$ cat config.mk
export PLATFORM = sky130hd
export DESIGN_NAME = bfba_cell
export DESIGN_NICKNAME = d
export VERILOG_FILES = /design/src/rtl/core/bfba_pkg.sv /design/src/rtl/core/bfba_cell.sv
export SDC_FILE = /design/constraint.sdc
export NUM_CORES = 1
export LEC_CHECK = 0
export BUFFER_PORTS_ARGS = -buffer_cell sky130_fd_sc_hd__buf_2
export CORE_MARGIN = 5
export CORE_UTILIZATION = 42
export CTS_BUF_LIST = sky130_fd_sc_hd__clkbuf_16
export DETAILED_ROUTE_END_ITERATION = 12
export HOLD_SLACK_MARGIN = 0.03
export PLACE_DENSITY_LB_ADDON = 0.1
export SLEW_MARGIN = 20
export SYNTH_ARGS = -nofsm -noshare
export SYNTH_HDL_FRONTEND = slang
export SYNTH_SLANG_ARGS = --single-unit
$ cat constraint.sdc
create_clock -name clk -period 2.1 [get_ports clk]
set_input_delay 0 -clock clk [delete_from_list [all_inputs] [get_ports clk]]
set_output_delay 0 -clock clk [all_outputs]
set_load 0.005 [all_outputs]
$ cat src/rtl/core/bfba_pkg.sv
// ----------------------------------------------------------------------------
// bfba_pkg: shared types for the best-fit block allocator
// Item and result payloads, the search token that walks the cell chain and
// the per-cell command group.
// ----------------------------------------------------------------------------
package bfba_pkg;

  localparam int SIZE_W  = 16;
  localparam int PIDX_W  = 7;
  localparam int LIMIT_W = 8;

  // item kinds
  localparam logic KIND_LOAD    = 1'b0;
  localparam logic KIND_REQUEST = 1'b1;

  typedef struct packed {
    logic              kind;
    logic [PIDX_W-1:0] partition_index;
    logic [SIZE_W-1:0] amount;
  } item_t;

  typedef struct packed {
    logic              found;
    logic [PIDX_W-1:0] granted_index;
  } result_t;

  // search token; best index travels beside it at the chain's own width
  typedef struct packed {
    logic              valid;
    logic              have;
    logic [SIZE_W-1:0] amount;
    logic [SIZE_W-1:0] best_size;
  } token_t;

  // write commands decoded for one cell
  typedef struct packed {
    logic load;
    logic grant;
  } cell_cmd_t;

endpackage

$ cat src/rtl/core/bfba_cell.sv
// ----------------------------------------------------------------------------
// bfba_cell: one partition of the allocator chain
// Holds a partition size and its allocated mark, and updates the passing
// search token with this partition when it is a better fit.
// ----------------------------------------------------------------------------
module bfba_cell #(
  parameter int IDX   = 0,
  parameter int IDX_W = 7
) (
  input  logic                           clk,
  input  logic                           rst,
  input  logic [bfba_pkg::LIMIT_W-1:0]   blocks_in_use,
  input  bfba_pkg::cell_cmd_t            cmd,
  input  logic [bfba_pkg::SIZE_W-1:0]    load_size,
  input  bfba_pkg::token_t               tok_in,
  input  logic [IDX_W-1:0]               idx_in,
  output bfba_pkg::token_t               tok_out,
  output logic [IDX_W-1:0]               idx_out
);
  import bfba_pkg::*;

  logic [SIZE_W-1:0] size;
  logic              taken;
  logic              in_search;
  logic              better;

  // partition storage
  always_ff @(posedge clk) begin
    if (cmd.load) begin
      size <= load_size;
    end
  end

  always_ff @(posedge clk) begin
    if (rst) begin
      taken <= 1'b0;
    end else if (cmd.load) begin
      taken <= 1'b0;
    end else if (cmd.grant) begin
      taken <= 1'b1;
    end
  end

  // compare against the best fit so far
  assign in_search = {24'd0, blocks_in_use} > 32'(IDX);
  assign better    = in_search && !taken && (size >= tok_in.amount) &&
                     (!tok_in.have || (size < tok_in.best_size));

  // token stage: valid is control, the rest is payload
  always_ff @(posedge clk) begin
    if (rst) begin
      tok_out.valid <= 1'b0;
    end else begin
      tok_out.valid <= tok_in.valid;
    end
    tok_out.amount <= tok_in.amount;
    if (better) begin
      tok_out.have      <= 1'b1;
      tok_out.best_size <= size;
      idx_out           <= IDX_W'(IDX);
    end else begin
      tok_out.have      <= tok_in.have;
      tok_out.best_size <= tok_in.best_size;
      idx_out           <= idx_in;
    end
  end

endmodule

Yosys cells after proc, flatten, opt, wreduce, memory -nomap -nowiden

Index checks and enable logic that the tools add are counted.

Reduce and logical (&&, ||, !) cells: 7
$add $sub $neg: 0
Equal/unequal tests: 0
Order comparisons: 3
Shifts and indexed selects: 0
Multiply operators: 0
Muxes and demuxes: 1
Bitwise gates (word level): 0
Div/mod/pow operators: 0

Operators by type and width:

| cell                                                                            | number |
|---|---|
| 16-bit >= comparator                                                            | 1 |
| 16-bit less-than comparator                                                     | 1 |
| 16-bit 2-to-1 mux                                                               | 1 |
| 8-bit by 1-bit greater-than comparator with 1-bit output, second input constant | 1 |
| 1-bit logical AND                                                               | 3 |
| 1-bit logical NOT                                                               | 2 |
| 2-bit OR reduction                                                              | 1 |
| 1-bit logical OR                                                                | 1 |

Latch bits: 0
Output and inout bits: 41
Word-level logic and storage cells: 18
Bits in registers: 58
Input bits: 69
Bits in read-only memories: 0
Memories: 0
Memory bits (writable): 0

Logic depth before layout (Yosys ltp)

Gate-level depths: netlist of the first run.

Depth after elaboration: 5
Mapped depth: 9
Gate-level depth less buffers: 8

Least setup slack after synthesis of the first run

OpenSTA, ideal clock, no wires.

Path type: reg2reg
From: register size[0]
To: register tok_out[10] (netlist bit)
Library setup time: 121 ps
Buffers on the path: 1
Clock period less this slack: 2,137 ps
Required time: 1,979 ps
Cell stages (with the launch flop): 10
Slack: -37 ps
Arrival: 2,016 ps
Cells stage by stage: edfxtp_1 -> inv_1 -> ha_1 -> nand2b_1 -> a2111o_1 -> a31oi_1 -> o21ai_1 -> nand4_4 -> buf_12 -> mux2_4

Cells in the longest elaborated chain, start to end: 4
Elaborated cells on any way between the ends: 6
Classes of those cells: order compare (2); mux (1); reduce/logical (3)

Ends and longest elaborated chain:

| what                                                                       | line                             | RTL |
|---|---|---|
| start: declaration                                                         | bfba_cell.sv:22                  | `logic [SIZE_W-1:0] size;` |
| start signal: assignment                                                   | bfba_cell.sv:30                  | `size <= load_size;` |
| 16-bit >= comparator / 16-bit less-than comparator (equally long branches) | bfba_cell.sv:46, bfba_cell.sv:47 |  |
| 1-bit logical AND / 1-bit logical OR (equally long branches)               | bfba_cell.sv:46, bfba_cell.sv:47 |  |
| 1-bit logical AND *                                                        | bfba_cell.sv:46                  | `assign better = in_search && !taken && (size >= tok_in.amount) &&` |
| 16-bit 2-to-1 mux *                                                        | bfba_cell.sv:57                  | `if (better) begin` |
| end: declaration                                                           | bfba_cell.sv:17                  | `output bfba_pkg::token_t tok_out,` |

Mark *: on every way between the ends. The rest lies on a longest branch, timed or not.
A chain may end at the register's enable or synchronous reset.

Worst setup path in the final report of the first run

From: register size[11]
To: register tok_out[9] (netlist bit)

The elaborated chain is that of the path after synthesis.

==> results of run 1 <==
power breakdown:
part / leakage (nW) / internal [mW] / total (mW) / switching, mW
sequential: 0.510 / 1.26 / 1.30 / 0.0406
clock: 0.144 / 0.891 / 1.35 / 0.463
combinational: 1.45 / 0.398 / 0.648 / 0.250
worst max-delay path by stage:
stage,depth (start not counted),endpoint,start
finish,7,tok_out[9],size[11]
global route,9,tok_out[9],size[5]
global placement,9,tok_out[7],size[0]
floorplan,9,tok_out[10],size[0]
detailed placement,9,tok_out[4],size[0]
CTS,9,tok_out[4],size[0]
through the flow:
stage | setup WS (ns) | power, mW
after global placement | -0.123 | 1.80
after detailed placement | -0.157 | 1.81
after floorplan | 0.00602 | 1.59
final | -0.0346 | 3.31
after global routing | -0.138 | 3.47
after CTS | -0.107 | 3.32
registers in the layout, indices dropped and copies added, names as in the netlist:
signal / cells
idx_out: 7
size: 16
taken: 1
tok_out: 34
kinds of logic (layout without fill, tap and decap cells):
family / count (synthesis) / count (layout)
flops: 58 / 58
mux: 16 / 16
buf+inv: 34 / 231
fa+ha+maj: 31 / 31
simple gates: 37 / 37
compound gates: 27 / 27
area by class of cell:
class	count	area (sq um)
Fill cell	406	1420
Multi-Input combinational cell	111	1100
Clock buffer	9	225
Clock inverter	7	53.8
Tap cell	72	90.1
Timing Repair Buffer	183	1270
Sequential cell	58	1320
Inverter	32	120
what timing repair did:
item                       CTS  global route
hold buffers                58             1
hold endpoints to repair    58             1
setup endpoints to repair   23            23
buffers inserted             5             1
pin swaps                   19             7
resized for setup           21             7
synthesized netlist by cell type, types with 2 or more instances:
library cell / count / share of area, %
nand2_1: 9 / 1.4
dfxtp_1: 42 / 34
nor2_1: 5 / 0.76
nand3_1: 4 / 0.81
nor3_1: 3 / 0.61
ha_1: 31 / 16
and2_1: 7 / 1.8
nor4_1: 2 / 0.51
nand4_1: 2 / 0.51
inv_1: 32 / 4.9
mux2_4: 13 / 7.9
a21o_1: 2 / 0.61
edfxtp_1: 16 / 20
mux2_2: 3 / 1.4
nand2b_1: 3 / 0.76
o21ai_0: 5 / 1.0
a21oi_1: 11 / 2.2
per-layer routing:
layer,routed length [microns],global-route usage (%)
met1,2310,17.9
met2,3330,32.3
met3,357,4.09
met4,142,9.07
met5,0,0
==> flow_summary.yaml, run 1 <==
outcome:
  status: "finished, violations left"
  violations: "negative setup slack"
drt:
  drt-wirelength-per-cell_microns: 13.0
  wl_microns: 6150
  drt_iter0_markers: 40
  detail_route.drc_violations: 0
  drtAntennaViolNets: 0
  firstDrtPassIters: 4
  vias: 2107
  avgViaCountPerCell: 4.46
die:
  die_w_microns: 86.6
  dieArea_sq_mm: 0.00750
  num_rows: 27
  die_h_microns: 86.6
  core_sq_mm: 0.00561
  ioPinCount: 110
  initial_utilization_pct: 43.9
clock_network:
  clockRootBuffer: "clkbuf_16"
  clk_pin_slew_ns: 0.05
  numCtsBuffers: 9
  htree_levels: 3
  worstSkewPairLatency_ns: 0.32
  cts_buffer_depth: 2
  clock-sinks: 58
  cts_tree: "built"
sta:
  grt_setup_unrepaired: "yes"
  fmax_mhz: 468
  tightest_slew_ns: 0.399
  worst_hold_slack_ns: 0.131
  hold_viol_final: 0
  slew_headroom_pct: 73.4
  tns_ns: -0.389
  setup_viol: 16
  finalCritPeriodShare_pct: 102
  fin_crit_ns: 2.13
  fin_skew_ns: 0.00681
  slew_violations: 0
  setup_slack_ns: -0.0346
cells_and_area:
  fin_nets: 495
  final_area_sq_mm: 0.00419
  drive_gt1_share_pct: 43.0
  fin_cells: 472
  syn2layout_area_growth_pct: 69.9
  fin_util_pct: 74.6
  layout_common_cells: "buf_2, dlygate4sd3_1, dfxtp_1, inv_1, ha_1"
  layout.cells.most_common: "buf_2"
  diodes: 0
synthesis:
  synth_cell_types: 30
  yosys.area_share.simple_pct: 8.23
  syn-num-nets: 303
  synth-main-ff-cell: "dfxtp_1"
  yosys_warnings: 0
  synth_area_per_cell_sq_um: 12.1
  synth.cell_area_sq_mm: 0.00246
  synth_compound_area_share_pct: 6.96
  synth-seq-cells: 58
  synth_top_family_by_area: "adder cells"
  ys_seq_area_share_pct: 53.6
  synth_enable_flop_cells: 16
  async_reset_ff_share_pct: 0
  synth-xor-area-share_pct: 0
  syn_inst: 203
  synthMuxAreaShare_pct: 9.29
  synthAdderAreaFrac_pct: 15.7
hold_path:
  min-delay-start: "cmd[1]"
  holdPathStages: 1
  holdPathEnd: "size[6]"
  worst_hold_path_type: "in -> reg"
setup_path:
  critPathBufInv: 1
  critPathLaunchType: "flip-flop"
  cp_common_cell: "a21oi_1"
  worst_ep_required_time_ns: 2.30
  path_class: "reg -> reg"
  rrSetupSlack_ns: -0.03
  r2r_start: "size[11]"
  crit_fanout: 5
  cp_top_family: "compound AO/OA/AOI/OAI gates"
  critPathCaptureType: "flip-flop"
  crit_chain: "ha_1, a21oi_1, a21oi_1, o31ai_2, nand4_4, buf_6, mux2_4"
  r2r_cells: 7
  r2r_end: "tok_out[9]"
  crit_slowest_cell: "edfxtp_1"
  crit_arrival_ns: 2.34
  cpPeakStageDelay_ns: 0.42
pwr:
  irDropWorstVdd_v: 0.000546
  p_leak_nw: 2.10
  powerDensity_mw_per_mm2: 790
place:
  dpl.cell_count: 391
  postPlaceCellArea_sq_mm: 0.00314
  numPortBuffers: 109
  routabilityCongestion: 0.701
  detailed_place_hpwl_microns: 4200
job:
  drv_cap: 0
grt:
  grt_pass1_wl_microns: 10100
  grt_max_degree: 18
  gr-total-overflow: 0
  antenna_found_initial: 0
  grt.total_usage_pct: 17.4
  grt_pass1_vias: 2264
No activity file was read; power rests on OpenSTA's default activity.
==> run 2: changes to the inputs <==
CORE_UTILIZATION = 50   (was 42)
clock period = 2.6 ns   (was 2.1 ns; I/O delays follow)
==> flow_summary.yaml, run 2 (synthesized netlist as in run 1, its figures left out) <==
outcome:
  status: "complete, no violations"
die:
  core_sq_mm: 0.00475
  initial_utilization_pct: 51.8
  die_w_microns: 80.2
  dieArea_sq_mm: 0.00643
  die_h_microns: 80.2
  num_rows: 25
  ioPinCount: 110
cells_and_area:
  layout.cells.most_common: "buf_2"
  layout_common_cells: "buf_2, dlygate4sd3_1, dfxtp_1, inv_1, ha_1"
  fin_nets: 482
  syn2layout_area_growth_pct: 61.5
  drive_gt1_share_pct: 37.7
  diodes: 0
  top_regs: "tok_out: 34 flops, size: 16 flops, idx_out: 7 flops"
  largest_reg_flops: 34
  final_area_sq_mm: 0.00398
  top_register: "tok_out"
  fillCellCount: 284
setup_path:
  cpPeakStageDelay_ns: 0.41
  critPathCaptureType: "flip-flop"
  path_class: "reg -> reg"
  critPathLaunchType: "flip-flop"
  worst_ep_required_time_ns: 2.81
  crit_arrival_ns: 2.56
  crit_fanout: 15
  crit_slowest_cell: "a2111o_1"
  cp_top_family: "compound AO/OA/AOI/OAI gates"
  rrSetupSlack_ns: 0.25
  crit_chain: "inv_1, ha_1, nand2b_1, a2111o_1, a31oi_1, o21ai_1, nand4_4, buf_12, mux2_2"
  critPathBufInv: 2
clock_network:
  clockRootBuffer: "clkbuf_16"
  cts_buffer_depth: 2
  cts_tree: "built"
  clock-sinks: 58
  htree_levels: 3
  clk_pin_slew_ns: 0.05
  cts_resized: 0
  numCtsBuffers: 9
  worstSkewPairLatency_ns: 0.32
grt:
  grt_max_degree: 18
  grt.total_usage_pct: 21.1
  antenna_found_initial: 0
  gr-total-overflow: 0
  grt_pass1_wl_microns: 10200
  grt_pass1_vias: 2329
place:
  detailed_place_hpwl_microns: 4250
  routabilityCongestion: 0.754
  numPortBuffers: 109
  place_ws_ns: 0.268
  postPlaceCellArea_sq_mm: 0.00309
drt:
  wl_met1_microns: 2400
  vias: 2114
  drtAntennaViolNets: 0
  wl_met3_microns: 515
  route.met2.wl_microns: 3300
  drt_iter0_markers: 78
  detail_route.drc_violations: 0
  firstDrtPassIters: 5
  wl_microns: 6360
  topRoutingLayerUsed: "met4"
  drt-wirelength-per-cell_microns: 14.0
  avgViaCountPerCell: 4.66
pwr:
  irDropWorstVdd_v: 0.000596
  p_leak_nw: 2.02
  finalPower_mw: 2.65
  powerDensity_mw_per_mm2: 665
sta:
  setup_slack_ns: 0.251
  finalCritPeriodShare_pct: 90.4
  setup_viol: 0
  hold_viol_final: 0
  slew_headroom_pct: 72.9
  fin_skew_ns: 0.00235
  grt_setup_unrepaired: "no"
  tightest_slew_ns: 0.407
  fmax_mhz: 426
  slew_violations: 0
  fin_crit_ns: 2.35
  tns_ns: 0
job:
  drv_cap: 0
hold_path:
  worst_hold_path_type: "in -> reg"
run 2: changes by cell type in the layout (fill, tap and decap cells not counted), sizes merged:
| cell | previous run | this run |
|---|---|---|
| inv | 34 | 32 |
| clkinv | 4 | 5 |
| clkbuf | 9 | 11 |
| buf | 124 | 111 |
| bufinv | 1 | 0 |
run 2: cell type report:
cell class                      instances  area [sq um]  area share, %
Timing Repair Buffer                  170          1160           29.2
Clock buffer                           11           275           6.92
Clock inverter                          5          23.8          0.597
Tap cell                               67          83.8           2.11
Inverter                               32           120           3.02
Sequential cell                        58          1320           33.2
Multi-Input combinational cell        111           991           24.9
run 2: worst paths after layout:
kind	from	to	depth (start not counted)
setup reg to reg	size[0]	tok_out[1]	9
hold / removal	cmd[1]	size[13]	1
setup / recovery	size[0]	tok_out[1]	9
hold reg to reg	size[0]	tok_out[0]	1
run 2: repair_timing:
| item | in CTS | in global routing |
|---|---|---|
| hold buffers | 59 | 0 |
| setup endpoints to repair | 0 | 0 |
| buffers inserted | 0 | 0 |
| endpoints found under the hold margin | 58 | 0 |
run 2: worst reg2reg max path, delay by kind of cell (launching register included):
family                     cells  cell delay [ns]
muxes                          1             0.34
and+or+nand+nor                2             0.32
AOI/OAI and AO/OA              3             0.72
adders and majority gates      1             0.21
buffers and inverters          2             0.24
DFF                            1             0.39
run 2: where the power goes:
| group | total, mW | internal, mW | switching, mW |
|---|---|---|---|
| combinational | 0.457 | 0.270 | 0.187 |
| sequential | 1.05 | 1.02 | 0.0317 |
| clock | 1.14 | 0.749 | 0.390 |
run 2: routing by layer:
| metal | global-route usage (%) | vias to the layer above |
|---|---|---|
| li1 | - | 1059 |
| met1 | 22.3 | 949 |
| met5 | 0 | - |
| met4 | 9.12 | 0 |
| met3 | 6.39 | 16 |
| met2 | 38.5 | 90 |
run 2: per-stage QoR:
stage	utilization, %	std cells	hold slack (ns)
after floorplan	-	203	0.0277
after global placement	65.0	379	0.116
after detailed placement	65.0	379	0.117
after CTS	83.7	454	0.132
after global routing	83.7	454	0.142
final	83.7	454	0.132
==> run 3: changes to the inputs <==
GPL_TIMING_DRIVEN = 0   (was not set)
==> flow_summary.yaml, run 3 (synthesized netlist as in run 1, its figures left out) <==
outcome:
  status: "complete, no violations"
grt:
  antenna_found_initial: 0
  grt_pass1_wl_microns: 10200
  gr-total-overflow: 0
  grt_max_degree: 18
  grt.total_usage_pct: 21.4
  grt_pass1_vias: 2331
setup_path:
  critPathCaptureType: "flip-flop"
  critPathBufInv: 2
  critPathLaunchType: "flip-flop"
  r2r_cells: 9
  cp_top_family: "compound AO/OA/AOI/OAI gates"
  crit_chain: "inv_1, ha_1, nand2b_1, a2111o_1, a31oi_1, o21ai_1, nand4_4, buf_12, mux2_4"
  startpoint: "size[0]"
  crit_fanout: 10
  worst_ep_required_time_ns: 2.80
  r2r_start: "size[0]"
  r2r_end: "tok_out[8]"
  cpPeakStageDelay_ns: 0.42
  crit_slowest_cell: "a2111o_1"
  rrSetupSlack_ns: 0.22
  crit_arrival_ns: 2.59
  path_class: "reg -> reg"
cells_and_area:
  largest_reg_flops: 34
  layout.cells.most_common: "buf_2"
  syn2layout_area_growth_pct: 59.9
  diodes: 0
  layout_common_cells: "buf_2, dlygate4sd3_1, dfxtp_1, inv_1, ha_1"
  fillCellCount: 297
  final_area_sq_mm: 0.00394
  top_regs: "tok_out: 34 flops, size: 16 flops, idx_out: 7 flops"
  fin_nets: 482
  drive_gt1_share_pct: 37.0
  fin_cells: 454
  top_register: "tok_out"
  fin_util_pct: 82.8
job:
  drv_cap: 0
sta:
  fin_crit_ns: 2.38
  grt_setup_unrepaired: "no"
  slew_headroom_pct: 71.2
  hold_viol_final: 0
  tns_ns: 0
  fin_skew_ns: 0.00630
  tightest_slew_ns: 0.432
  setup_slack_ns: 0.216
  fmax_mhz: 419
  setup_viol: 0
  slew_violations: 0
  finalCritPeriodShare_pct: 91.7
die:
  num_rows: 25
  dieArea_sq_mm: 0.00643
  initial_utilization_pct: 51.8
  core_sq_mm: 0.00475
  die_h_microns: 80.2
  ioPinCount: 110
  die_w_microns: 80.2
clock_network:
  cts_resized: 0
  numCtsBuffers: 9
  cts_buffer_depth: 2
  holdBufCountCts: 59
  clockRootBuffer: "clkbuf_16"
  clk_pin_slew_ns: 0.05
  cts_tree: "built"
  htree_levels: 3
  worstSkewPairLatency_ns: 0.32
  post-cts-setup-buffers: 0
  clock-sinks: 58
place:
  postPlaceCellArea_sq_mm: 0.00309
  numPortBuffers: 109
  dpl.cell_count: 379
  detailed_place_hpwl_microns: 4080
  routabilityCongestion: 0.769
  place_ws_ns: 0.200
drt:
  avgViaCountPerCell: 4.65
  drt_iter0_markers: 41
  drtAntennaViolNets: 0
  firstDrtPassIters: 4
  drt-wirelength-per-cell_microns: 14.1
  vias: 2111
  detail_route.drc_violations: 0
  wl_microns: 6420
hold_path:
  holdPathStages: 1
  holdPathEnd: "size[10]"
  worst_hold_path_type: "in -> reg"
  min-delay-start: "cmd[1]"
pwr:
  p_leak_nw: 2.00
  powerDensity_mw_per_mm2: 636
  irDropWorstVdd_v: 0.000463
## run 3: changes by cell type in the layout (fill, tap and decap cells not counted), sizes merged
cell and change:
clkbuf -2, inv +2
## run 3: where the power goes
part | switching (mW) | leakage (nW) | internal [mW]
logic | 0.188 | 1.35 | 0.273
registers | 0.0330 | 0.510 | 1.02
clock network | 0.370 | 0.136 | 0.622
total | 0.592 | 2.00 | 1.91
## run 3: worst register-to-register path, delay by kind of cell (launching register included)
family,cells,cell delay (ns)
AO/OA/AOI/OAI,3,0.79
AND/OR/NAND/NOR,2,0.31
multiplexers,1,0.31
buffers and inverters,2,0.25
adder cells (fa/ha/maj),1,0.21
flip-flops,1,0.40
## run 3: through the flow
| stage | hold slack [ns] | power [mW] |
|---|---|---|
| after floorplan | 0.0277 | 1.28 |
| after global placement | 0.117 | 1.44 |
| after detailed placement | 0.118 | 1.45 |
| after CTS | 0.141 | 2.52 |
| after global routing | 0.152 | 2.62 |
| final | 0.150 | 2.51 |
## run 3: area by class of cell
cell class / count / area, sq um / share of cell area [%]
Inverter: 32 / 120 / 3.05
Timing Repair Buffer: 168 / 1140 / 28.8
Clock inverter: 7 / 30.0 / 0.762
Tap cell: 67 / 83.8 / 2.13
Sequential cell: 58 / 1320 / 33.5
Clock buffer: 9 / 225 / 5.72
Buffer: 2 / 31.3 / 0.794
Multi-Input combinational cell: 111 / 991 / 25.2
## run 3: worst max-delay path by stage
| stage | slack (ns) | endpoint | cells past startpoint |
|---|---|---|---|
| 5_1_grt | 0.13 | tok_out[8] | 9 |
| 2_1_floorplan | 0.46 | tok_out[10] | 9 |
| 3_3_place_gp | 0.24 | tok_out[4] | 9 |
| 3_5_place_dp | 0.20 | tok_out[8] | 9 |
| 6_report | 0.22 | tok_out[8] | 9 |
| 4_1_cts | 0.17 | tok_out[8] | 9 |
## run 3: metal layers
layer / global-route usage (%) / routed length (microns) / up-vias
li1: - / - / 1057
met1: 21.4 / 2470 / 972
met2: 40.3 / 3450 / 75
met3: 7.29 / 425 / 7
met4: 7.77 / 78 / 0
met5: 0 / 0 / -
